===== config.mk =====
export PLATFORM = sky130hd
export DESIGN_NAME = xxtea_block_cipher_flat
export DESIGN_NICKNAME = d
export VERILOG_FILES = /design/src/rtl/xxtea_pkg.sv /design/src/rtl/xxtea_if.sv /design/src/rtl/xxtea_dp.sv /design/src/rtl/xxtea_ctrl.sv /design/src/rtl/xxtea_block_cipher.sv /design/src/flat_wrapper.sv
export SDC_FILE = /design/constraint.sdc
export NUM_CORES = 2
export LEC_CHECK = 0
export BUFFER_PORTS_ARGS = -buffer_cell sky130_fd_sc_hd__buf_4
export CORE_ASPECT_RATIO = 0.7
export CORE_UTILIZATION = 28
export CTS_CLUSTER_SIZE = 25
export DETAILED_ROUTE_END_ITERATION = 10
export PLACE_DENSITY_LB_ADDON = 0.1
export SETUP_SLACK_MARGIN = 0.4
export SLEW_MARGIN = 20
export SYNTH_ARGS = -nofsm -noshare
export SYNTH_HDL_FRONTEND = slang
export SYNTH_SLANG_ARGS = --single-unit

===== constraint.sdc =====
create_clock -name clk -period 10.5 [get_ports clk]
set_input_delay 0.525 -clock clk [delete_from_list [all_inputs] [get_ports clk]]
set_output_delay 0.525 -clock clk [all_outputs]
set_load 0.03 [all_outputs]

===== src/rtl/xxtea_pkg.sv =====
package xxtea_pkg;

    localparam int WORD_W            = 32;
    localparam int KEY_WORDS         = 4;
    localparam int ROUNDS_W          = 6;
    localparam int CFG_ADDR_W        = 4;
    localparam int DEFAULT_MAX_WORDS = 64;

    localparam logic [WORD_W-1:0] TEA_DELTA = 32'h9e37_79b9;

    typedef logic [KEY_WORDS-1:0][WORD_W-1:0] key_t;

    // controller to datapath commands
    typedef struct packed {
        logic                mem_we;
        logic                cap_first;
        logic                init_chain;
        logic                sum_init;
        logic                mix_en;
        logic                sum_step;
        logic                decrypt;
        logic [ROUNDS_W-1:0] rounds;
    } cmd_t;

endpackage


===== src/rtl/xxtea_if.sv =====
interface xxtea_in_if;
    import xxtea_pkg::*;

    logic              valid;
    logic              ready;
    logic [WORD_W-1:0] data_in;
    logic              last_in;
    logic              func;

    modport source (output valid, output data_in, output last_in, output func, input ready);
    modport sink   (input valid, input data_in, input last_in, input func, output ready);
endinterface

interface xxtea_out_if;
    import xxtea_pkg::*;

    logic              valid;
    logic              ready;
    logic [WORD_W-1:0] data_out;
    logic              last_out;

    modport source (output valid, output data_out, output last_out, input ready);
    modport sink   (input valid, input data_out, input last_out, output ready);
endinterface


===== src/rtl/xxtea_dp.sv =====
module xxtea_dp #(
    parameter int MAX_WORDS = xxtea_pkg::DEFAULT_MAX_WORDS,
    parameter int AW        = $clog2(MAX_WORDS)
) (
    input  logic                        clk,
    input  xxtea_pkg::cmd_t             cmd,
    input  logic [AW-1:0]               waddr,
    input  logic [AW-1:0]               raddr,
    input  logic [xxtea_pkg::WORD_W-1:0] data_in,
    input  xxtea_pkg::key_t             key,
    output logic [xxtea_pkg::WORD_W-1:0] data_out
);
    import xxtea_pkg::*;

    logic [WORD_W-1:0] msg_mem [MAX_WORDS];
    logic [WORD_W-1:0] rd_reg;
    logic [WORD_W-1:0] first_reg;
    logic [WORD_W-1:0] chain_reg;
    logic [WORD_W-1:0] cur_reg;
    logic [WORD_W-1:0] sum_reg;

    logic              we;
    logic [WORD_W-1:0] wdata;
    logic [WORD_W-1:0] y_word;
    logic [WORD_W-1:0] z_word;
    logic [WORD_W-1:0] term;
    logic [WORD_W-1:0] new_word;

    function automatic logic [WORD_W-1:0] mix_term(
        input logic [WORD_W-1:0] y,
        input logic [WORD_W-1:0] z,
        input logic [WORD_W-1:0] sum,
        input key_t              k,
        input logic [1:0]        p_lo
    );
        logic [WORD_W-1:0] a;
        logic [WORD_W-1:0] b;
        logic [WORD_W-1:0] c;
        logic [1:0]        idx;
        a   = (z >> 5) ^ (y << 2);
        b   = (y >> 3) ^ (z << 4);
        idx = p_lo ^ sum[3:2];
        c   = (sum ^ y) + (k[idx] ^ z);
        return (a + b) ^ c;
    endfunction

    // encrypt: memory operand is y, chain is z; decrypt swaps them
    always_comb
    begin
        y_word   = cmd.decrypt ? chain_reg : rd_reg;
        z_word   = cmd.decrypt ? rd_reg : chain_reg;
        term     = mix_term(y_word, z_word, sum_reg, key, 2'(waddr));
        new_word = cmd.decrypt ? (cur_reg - term) : (cur_reg + term);
        we       = cmd.mem_we | cmd.mix_en;
        wdata    = cmd.mix_en ? new_word : data_in;
    end

    // write-first read port
    always_ff @(posedge clk)
    begin
        if (we)
        begin
            msg_mem[waddr] <= wdata;
        end
        if (we && (waddr == raddr))
        begin
            rd_reg <= wdata;
        end
        else
        begin
            rd_reg <= msg_mem[raddr];
        end
    end

    always_ff @(posedge clk)
    begin
        if (cmd.cap_first)
        begin
            first_reg <= data_in;
        end
        if (cmd.init_chain)
        begin
            chain_reg <= cmd.decrypt ? first_reg : data_in;
            cur_reg   <= cmd.decrypt ? data_in : first_reg;
        end
        else if (cmd.mix_en)
        begin
            chain_reg <= new_word;
            cur_reg   <= rd_reg;
        end
        if (cmd.sum_init)
        begin
            sum_reg <= cmd.decrypt ? WORD_W'({26'd0, cmd.rounds} * TEA_DELTA) : TEA_DELTA;
        end
        else if (cmd.sum_step)
        begin
            sum_reg <= cmd.decrypt ? (sum_reg - TEA_DELTA) : (sum_reg + TEA_DELTA);
        end
    end

    assign data_out = rd_reg;

endmodule


===== src/rtl/xxtea_ctrl.sv =====
module xxtea_ctrl #(
    parameter int MAX_WORDS = xxtea_pkg::DEFAULT_MAX_WORDS,
    parameter int AW        = $clog2(MAX_WORDS),
    parameter int CW        = $clog2(MAX_WORDS + 1)
) (
    input  logic            clk,
    input  logic            rst_n,
    input  logic            in_valid,
    input  logic            in_last,
    input  logic            in_func,
    output logic            in_ready,
    input  logic            out_ready,
    output logic            out_valid,
    output logic            out_last,
    output xxtea_pkg::cmd_t cmd,
    output logic [AW-1:0]   waddr,
    output logic [AW-1:0]   raddr
);
    import xxtea_pkg::*;

    typedef enum logic [2:0] {
        ST_LOAD,
        ST_PRIME,
        ST_MIX,
        ST_FETCH,
        ST_SHOW
    } state_t;

    state_t              state_reg;
    logic [CW-1:0]       count_reg;
    logic [AW-1:0]       p_reg;
    logic [AW-1:0]       k_reg;
    logic [ROUNDS_W-1:0] rounds_reg;
    logic                mode_reg;

    logic                accept;
    logic                msg_end;
    logic                out_fire;
    logic                round_end;
    logic [CW-1:0]       cnt_m1;
    logic [CW-1:0]       n_now;
    logic [AW-1:0]       last_idx;
    logic [AW-1:0]       next_p;

    function automatic logic [ROUNDS_W-1:0] rounds_for(input logic [6:0] n);
        logic [ROUNDS_W-1:0] r;
        case (n) inside
            7'd2:           r = 6'd32;
            7'd3:           r = 6'd23;
            7'd4:           r = 6'd19;
            7'd5:           r = 6'd16;
            7'd6:           r = 6'd14;
            7'd7:           r = 6'd13;
            7'd8:           r = 6'd12;
            [7'd9:7'd10]:   r = 6'd11;
            [7'd11:7'd13]:  r = 6'd10;
            [7'd14:7'd17]:  r = 6'd9;
            [7'd18:7'd26]:  r = 6'd8;
            [7'd27:7'd52]:  r = 6'd7;
            default:        r = 6'd6;
        endcase
        return r;
    endfunction

    function automatic logic [AW-1:0] succ(input logic [AW-1:0] x, input logic [AW-1:0] last);
        return (x == last) ? '0 : x + AW'(1);
    endfunction

    function automatic logic [AW-1:0] pred(input logic [AW-1:0] x, input logic [AW-1:0] last);
        return (x == '0) ? last : x - AW'(1);
    endfunction

    always_comb
    begin
        cnt_m1    = count_reg - CW'(1);
        n_now     = count_reg + CW'(1);
        last_idx  = cnt_m1[AW-1:0];
        accept    = in_valid && (state_reg == ST_LOAD);
        msg_end   = in_last || (count_reg == CW'(MAX_WORDS - 1));
        out_fire  = out_ready && (state_reg == ST_SHOW);
        next_p    = mode_reg ? pred(p_reg, last_idx) : succ(p_reg, last_idx);
        round_end = mode_reg ? (p_reg == '0) : (p_reg == last_idx);

        in_ready  = (state_reg == ST_LOAD);
        out_valid = (state_reg == ST_SHOW);
        out_last  = (k_reg == last_idx);

        cmd            = '0;
        cmd.decrypt    = mode_reg;
        cmd.rounds     = rounds_reg;
        waddr          = p_reg;
        raddr          = '0;

        case (state_reg)
            ST_LOAD:
            begin
                waddr          = count_reg[AW-1:0];
                cmd.mem_we     = accept;
                cmd.cap_first  = accept && (count_reg == '0);
                cmd.init_chain = accept && msg_end && (count_reg != '0);
            end
            ST_PRIME:
            begin
                cmd.sum_init = 1'b1;
                raddr        = mode_reg ? pred(p_reg, last_idx) : succ(p_reg, last_idx);
            end
            ST_MIX:
            begin
                cmd.mix_en   = 1'b1;
                cmd.sum_step = round_end;
                raddr        = mode_reg ? pred(next_p, last_idx) : succ(next_p, last_idx);
            end
            ST_FETCH:
            begin
                raddr = '0;
            end
            ST_SHOW:
            begin
                raddr = (out_fire && (k_reg != last_idx)) ? k_reg + AW'(1) : k_reg;
            end
            default:
            begin
                raddr = '0;
            end
        endcase
    end

    always_ff @(posedge clk or negedge rst_n)
    begin
        if (!rst_n)
        begin
            state_reg  <= ST_LOAD;
            count_reg  <= '0;
            p_reg      <= '0;
            k_reg      <= '0;
            rounds_reg <= '0;
            mode_reg   <= 1'b0;
        end
        else
        begin
            case (state_reg)
                ST_LOAD:
                begin
                    if (accept)
                    begin
                        count_reg <= n_now;
                        if (count_reg == '0)
                        begin
                            mode_reg <= in_func;
                        end
                        if (msg_end)
                        begin
                            if (count_reg == '0)
                            begin
                                state_reg <= ST_FETCH;
                            end
                            else
                            begin
                                rounds_reg <= rounds_for(7'(n_now));
                                p_reg      <= mode_reg ? count_reg[AW-1:0] : '0;
                                state_reg  <= ST_PRIME;
                            end
                        end
                    end
                end
                ST_PRIME:
                begin
                    state_reg <= ST_MIX;
                end
                ST_MIX:
                begin
                    p_reg <= next_p;
                    if (round_end)
                    begin
                        rounds_reg <= rounds_reg - ROUNDS_W'(1);
                        if (rounds_reg == ROUNDS_W'(1))
                        begin
                            state_reg <= ST_FETCH;
                        end
                    end
                end
                ST_FETCH:
                begin
                    k_reg     <= '0;
                    state_reg <= ST_SHOW;
                end
                ST_SHOW:
                begin
                    if (out_fire)
                    begin
                        if (k_reg == last_idx)
                        begin
                            count_reg <= '0;
                            state_reg <= ST_LOAD;
                        end
                        else
                        begin
                            k_reg <= k_reg + AW'(1);
                        end
                    end
                end
                default:
                begin
                    state_reg <= ST_LOAD;
                end
            endcase
        end
    end

endmodule


===== src/rtl/xxtea_block_cipher.sv =====
// xxtea block cipher: encrypts or decrypts a message of 32-bit words with a 128-bit key
// message channel: one word per request, last_in marks the final word; func on the
//   first word picks encrypt (0) or decrypt (1); words stop at MAX_WORDS, that word
//   then closes the message
// result channel: the processed words in order, last_out on the final one
// key: four 32-bit registers on the apb port at byte addresses 0, 4, 8, 12
// for an n-word message: the words load, a prime state follows, then 6 + 52/n
//   rounds of n word updates in the mix state, a fetch state, then one result
//   word per cycle while result.ready is high; the mix loop is set by the single
//   read port of the message memory, which updates one word per cycle
// a one-word message skips the mix and comes back unchanged
// only one message is in flight: message.ready is low from the last word until
//   the last result request is taken
// a stalled result request holds its word on the memory read register
// reset clears the controller and the key registers; memory contents are not cleared
module xxtea_block_cipher #(
    parameter int MAX_WORDS = xxtea_pkg::DEFAULT_MAX_WORDS
) (
    input  logic                            clk,
    input  logic                            rst_n,
    xxtea_in_if.sink                        message,
    xxtea_out_if.source                     result,
    input  logic                            psel,
    input  logic                            penable,
    input  logic                            pwrite,
    input  logic [xxtea_pkg::CFG_ADDR_W-1:0] paddr,
    input  logic [xxtea_pkg::WORD_W-1:0]     pwdata,
    output logic [xxtea_pkg::WORD_W-1:0]     prdata,
    output logic                            pready
);
    import xxtea_pkg::*;

    localparam int AW = $clog2(MAX_WORDS);
    localparam int CW = $clog2(MAX_WORDS + 1);

    key_t          key_reg;
    cmd_t          cmd;
    logic [AW-1:0] waddr;
    logic [AW-1:0] raddr;
    logic          key_write;
    logic [1:0]    key_sel;

    // key registers, written in the apb access phase
    assign pready    = 1'b1;
    assign key_sel   = paddr[3:2];
    assign key_write = psel && penable && pwrite && pready;
    assign prdata    = key_reg[key_sel];

    always_ff @(posedge clk or negedge rst_n)
    begin
        if (!rst_n)
        begin
            key_reg <= '0;
        end
        else if (key_write)
        begin
            key_reg[key_sel] <= pwdata;
        end
    end

    // sequencing: load, prime, mix rounds, fetch, stream out
    xxtea_ctrl #(
        .MAX_WORDS (MAX_WORDS),
        .AW        (AW),
        .CW        (CW)
    ) u_ctrl (
        .clk       (clk),
        .rst_n     (rst_n),
        .in_valid  (message.valid),
        .in_last   (message.last_in),
        .in_func   (message.func),
        .in_ready  (message.ready),
        .out_ready (result.ready),
        .out_valid (result.valid),
        .out_last  (result.last_out),
        .cmd       (cmd),
        .waddr     (waddr),
        .raddr     (raddr)
    );

    // message memory, round sum and the mix unit
    xxtea_dp #(
        .MAX_WORDS (MAX_WORDS),
        .AW        (AW)
    ) u_dp (
        .clk      (clk),
        .cmd      (cmd),
        .waddr    (waddr),
        .raddr    (raddr),
        .data_in  (message.data_in),
        .key      (key_reg),
        .data_out (result.data_out)
    );

endmodule


===== src/flat_wrapper.sv =====
// flat-port wrapper written by rule: the top's interface ports become plain ports
module xxtea_block_cipher_flat import xxtea_pkg::*;
#(
    parameter int MAX_WORDS = xxtea_pkg::DEFAULT_MAX_WORDS
)
  (clk, rst_n, psel, penable, pwrite, paddr, pwdata, prdata, pready, message_valid, message_data_in, message_last_in, message_func, message_ready, result_valid, result_data_out, result_last_out, result_ready);
  xxtea_in_if message_i ();
  xxtea_out_if result_i ();
  input  logic clk;
  input  logic rst_n;
  input  logic psel;
  input  logic penable;
  input  logic pwrite;
  input  logic [xxtea_pkg::CFG_ADDR_W-1:0] paddr;
  input  logic [xxtea_pkg::WORD_W-1:0] pwdata;
  output logic [xxtea_pkg::WORD_W-1:0] prdata;
  output logic pready;
  input wire logic [$bits(message_i.valid)-1:0] message_valid;
  input wire logic [$bits(message_i.data_in)-1:0] message_data_in;
  input wire logic [$bits(message_i.last_in)-1:0] message_last_in;
  input wire logic [$bits(message_i.func)-1:0] message_func;
  output wire logic [$bits(message_i.ready)-1:0] message_ready;
  output wire logic [$bits(result_i.valid)-1:0] result_valid;
  output wire logic [$bits(result_i.data_out)-1:0] result_data_out;
  output wire logic [$bits(result_i.last_out)-1:0] result_last_out;
  input wire logic [$bits(result_i.ready)-1:0] result_ready;
  assign message_i.valid = message_valid;
  assign message_i.data_in = message_data_in;
  assign message_i.last_in = message_last_in;
  assign message_i.func = message_func;
  assign message_ready = message_i.ready;
  assign result_valid = result_i.valid;
  assign result_data_out = result_i.data_out;
  assign result_last_out = result_i.last_out;
  assign result_i.ready = result_ready;
  xxtea_block_cipher #(.MAX_WORDS(MAX_WORDS)) u_core (.clk(clk), .rst_n(rst_n), .message(message_i), .result(result_i), .psel(psel), .penable(penable), .pwrite(pwrite), .paddr(paddr), .pwdata(pwdata), .prdata(prdata), .pready(pready));
endmodule

Word level (Yosys, flattened, before mapping) --
Memories as Yosys holds them, arrays and structs flattened. A register that Yosys moved wholly into a read port is not among the register bits. Index checks and enable logic that the tools add are counted. Widths: inputs -> output; s select.
Storage, ports and cells: flip-flop bits (word level) 285, memory bits (writable) 2048, input bits 77, output and inout bits 68, memories 1
Cells by class: add/sub/neg operators 14, multiply operators 1, $lt $le $gt $ge 13, equality and inequality tests 25, multiplexer cells 73, bitwise operators 7, reductions and logical operators 31
Memories:
- u_core.u_dp.msg_mem | depth 64, bits a word 32, rd ports 1, clocked after Yosys merged registers in 1, wr ports 1, RTL line xxtea_dp.sv:15 | logic [WORD_W-1:0] msg_mem [MAX_WORDS];
Operator list (count):
- $mux 32 | 17
- $bmux 32 s2 | 2
- $bwmux 128 | 1
- $mux 6 | 19
- $add 32x32->32 | 3
- $xor 32x32->32 | 3
- $demux 32 s2 | 1
- $pmux 6 s2 | 3
- $add 32x32->32 const B | 1
- $mul 6x32->32 const B | 1
- $sub 32x32->32 | 1
- $sub 32x32->32 const B | 1
- $xor 27x32->32 | 1
- $xor 29x32->32 | 1
- $eq 7x3->1 const B | 4
- $mux 4 | 7
- $sub 6x1->6 const B | 4
- $ge 7x4->1 const B | 3
- $mux 3 | 7
- $mux 7 | 3
- $add 6x1->6 const B | 3
- $eq 6x6->1 | 3
- $pmux 6 s3 | 1
- $mux 5 | 3
- other kinds (34) | 71

Depth between registers and ports, before layout --
word-level depth 19, mapped depth 37, gate-level depth less buffers 32

Hierarchy --
Synthesis repeated with hierarchy kept, for this count alone.
Second synthesis, totals: cell total of the unflattened synthesis 5763, area total of the unflattened synthesis 104844.3 µm²
Modules (own cells, without submodules):
- xxtea_dp | instances 1, cells each 4966, area an instance 95614.2 µm²
- xxtea_block_cipher | instances 1, cells each 316, area an instance 5646.7 µm²
- xxtea_ctrl | instances 1, cells each 481, area an instance 3583.4 µm²

Worst setup path after synthesis --
No wires, ideal clock.
path type register to register, from reg (tool-made name), to mem u_core.u_dp.msg_mem[0][30], data pin, library setup time 0.702 ns, arrival time 10.395 ns, slack -0.597 ns, stages on the path, launching flop included 37, clock period less this slack 11.097 ns, path through dfxtp_1 -> buf_4 -> buf_4 -> buf_4 -> buf_2 -> buf_1 -> mux4_2 -> mux4_2 -> mux4_2 -> mux2i_1 -> xnor2_1 -> ha_1 -> inv_1 -> fa_1 -> nor2b_1 -> o31a_1 -> o211ai_1 -> a21o_1 -> xnor3_2 -> nand3_2 -> nor4_2 -> and4b_1 -> a21oi_1 -> xor2_1 -> ha_1 -> a21o_1 -> a21o_1 -> a21oi_1 -> o21ai_0 -> or3_1 -> o211ai_1 -> a21oi_1 -> nor2_1 -> o211ai_1 -> a21oi_1 -> xor2_1 -> o21ai_0
RTL lines (RTL line):
- end: declaration | xxtea_dp.sv:15

==> reports/metrics.csv <==
stage,metric,value,unit
outcome,status,completed,
floorplan,start_util,28.2,%
sta,worst_slew_pin_slew,1.14,ns
critical_path,r2r_cells,36,
synth,synth_edf_count,2176,
placement,dpl_worst_slack,0.0458,ns
critical_path,crit_path_end_kind,register,
synth,synth_seq_cells,2339,
final_layout,final_nets,6714,
drt,remaining_drc_errors,0,
hold_path,hp-class,input pin to register,
drt,met1_length,187000,um
drt,routed-wl-met2,143000,um
critical_path,endpoint,u_core.u_dp.msg_mem[54][31],
synth,postSynth.asyncResetShare,6.71,%
synth,synth_top_area_share,62.4,%
drt,wl_per_cell,30.6,um
sta,fmax,101,MHz
global_route,globalRouteTotalUtil,18.3,%
drt,drt_iter0_drc,5769,
drt,routed_wl,353000,um
final_layout,drive_gt1_share,30.4,%
floorplan,die_x,733,um
clocking,cts_buffers,237,
synth,synth_area,105000,um2
final_layout,largest_reg_flops,2048,
critical_path,critPathKind,register to register,
clocking,clk_pin_slew,0.06,ns
sta,clock_skew,0.0794,ns
synth,syn-num-nets,6091,
placement,dpl.hpwl,228000,um
critical_path,cp_slowest_cell,mux4_2,
drt,viasPerCell,5.08,
sta,hold_viol,0,
sta,period_minus_slack,9.92,ns
final_layout,fillers,35400,
final_layout,mostFrequentLayoutCells,"edfxtp_1, mux4_2, buf_4, clkbuf_16, nand2_1",
final_layout,area_delta_synth_final,18.6,%
synth,yosysWarnings,0,
drt,drt.antenna.violating_nets,0,
synth,synth_seq_area_share,66.2,%
global_route,grt_pass1_vias,58300,
clocking,clock_path_buffers,4,
synth,syn_avg_cell_area,18.1,um2
drt,route.met3.wl,18000,um
floorplan,ios,145,
critical_path,worstSetupStartpointType,register,
placement,postPlaceCellArea,116000,um2
placement,place.gp.congestion,0.885,
floorplan,rows,187,
sta,fin_ws,0.583,ns
global_route,grt_pass1_wl,486000,um
critical_path,cp_data_arrival_time,10.52,ns
critical_path,critPathMaxStageDelay,0.61,ns
synth,synthTopCellsByArea,"edfxtp_1, mux4_2, dfrtp_1",
clocking,root_buffer,clkbuf_16,
critical_path,r2r_slack,0.58,ns
clocking,clk_latency,0.94,ns
sta,drv_slew,0,
synth,synth.distinct_cells,100,
floorplan,die_y,514,um
critical_path,path_common_cell,buf_4,
global_route,antenna_found_initial,14,
sta,period_share,94.5,%
clocking,h-tree-depth,4,
sta,setup_tns,0,ns
final_layout,final_common_cell,edfxtp_1,
synth,postSynthCellCount,5783,
drt,vias,58500,
global_route,overflow,0,
sta,setup_viol,0,
floorplan,die_area,377000,um2
critical_path,crit_path_max_fanout,64,
drt,top_layer_used,met5,
clocking,cts_tree,yes,
critical_path,cp.required,11.10,ns
synth,synth_area_leader_cell,edfxtp_1,
final_layout,design_area,124000,um2
run,drv_cap,0,
synth,synth-main-ff-cell,edfxtp_1,
sta,slew_headroom,23.5,%
drt,firstDrtPassIters,6,
sta,rsz0062_at_grt,no,
floorplan,core_area,372000,um2
clocking,cts.sinks,2339,
global_route,grt_max_degree,76,
critical_path,r2r_end,u_core.u_dp.msg_mem[54][31],
placement,portBuffers,141,
==> area by class of cell <==
type,instances,area (um2),share of cell area [%]
well taps,4914,6150,4.95
multi-input cells,3027,34800,28.0
inverters,135,509,0.410
clock inverters,143,1130,0.912
repair buffers,666,6060,4.88
clock buffers,281,6150,4.95
diodes,5,12.5,0.0101
flip-flops and latches,2339,69400,55.9
==> cell families (layout without fill, tap and decap cells) <==
logic type	after synthesis	after routing	synth area share, %
AO/OA/AOI/OAI	755	755	4.59
XOR/XNOR	357	357	3.09
adder cells (fa/ha/maj)	231	231	3.02
buffers and inverters	417	1225	1.71
flip-flops	2339	2339	66.2
multiplexers	982	982	18.1
other	1	6	0.00358
AND/OR/NAND/NOR	701	701	3.22
==> critical path: cells and delay by family, from the launching register on <==
| family | cells | cell delay (ns) |
|---|---|---|
| buffers and inverters | 11 | 2.07 |
| DFF | 1 | 0.49 |
| AOI/OAI and AO/OA | 12 | 2.72 |
| and+or+nand+nor | 3 | 0.52 |
| xor gates and xnor gates | 4 | 1.08 |
| muxes | 4 | 1.87 |
| adders and majority gates | 2 | 0.69 |
==> synthesized netlist by cell type, drive strengths merged (140+ instances only) <==
cell and n:
edfxtp 2176, xnor2 213, nand2 210, mux4 709, buf 164, dfrtp 157, xor2 140, o21ai 200
mux2 141, a21oi 207, ha 195, nor2 191
==> how the worst min path moves through the flow <==
| stage | start | endpoint | slack (ns) | depth (start not counted) |
|---|---|---|---|---|
| floorplan | rst_n | u_core.key_reg[0] | 0.23 | 0 |
| global placement | u_core.key_reg[112] | u_core.key_reg[112] | 0.50 | 1 |
| detailed placement | u_core.key_reg[86] | u_core.key_reg[86] | 0.51 | 1 |
| CTS | message_valid | u_core.u_ctrl.state_reg[0] | 0.04 | 3 |
| global route | result_ready | u_core.u_ctrl.state_reg[2] | 0.09 | 3 |
| finish | message_valid | u_core.u_ctrl.state_reg[0] | 0.11 | 3 |
==> layer usage <==
layer	up-vias	track usage, %
li1	24700	-
met1	32000	30.5
met2	1469	25.0
met3	333	2.76
met4	4	2.60
met5	-	0
==> repair_timing <==
| action | in CTS | in global routing |
|---|---|---|
| buffers inserted | 2 | 20 |
| hold endpoints to repair | 242 | 0 |
| cloned | 0 | 3 |
| pin swaps | 0 | 13 |
| hold buffers | 66 | 0 |
| resized for setup | 10 | 77 |
| setup endpoints to repair | 302 | 387 |
==> through the flow <==
stage	std cells	hold WS [ns]	utilization, %
2_1_floorplan	5783	0.229	-
3_3_place_gp	11000	0.500	31.1
3_5_place_dp	11000	0.511	31.1
4_1_cts	11500	0.0368	33.3
5_1_grt	11500	0.0858	33.4
6_report	11500	0.112	33.4
Power is left out: the tool's default activity adds up to more than one toggle a clock period on the data nets, which glitch-free logic cannot reach.
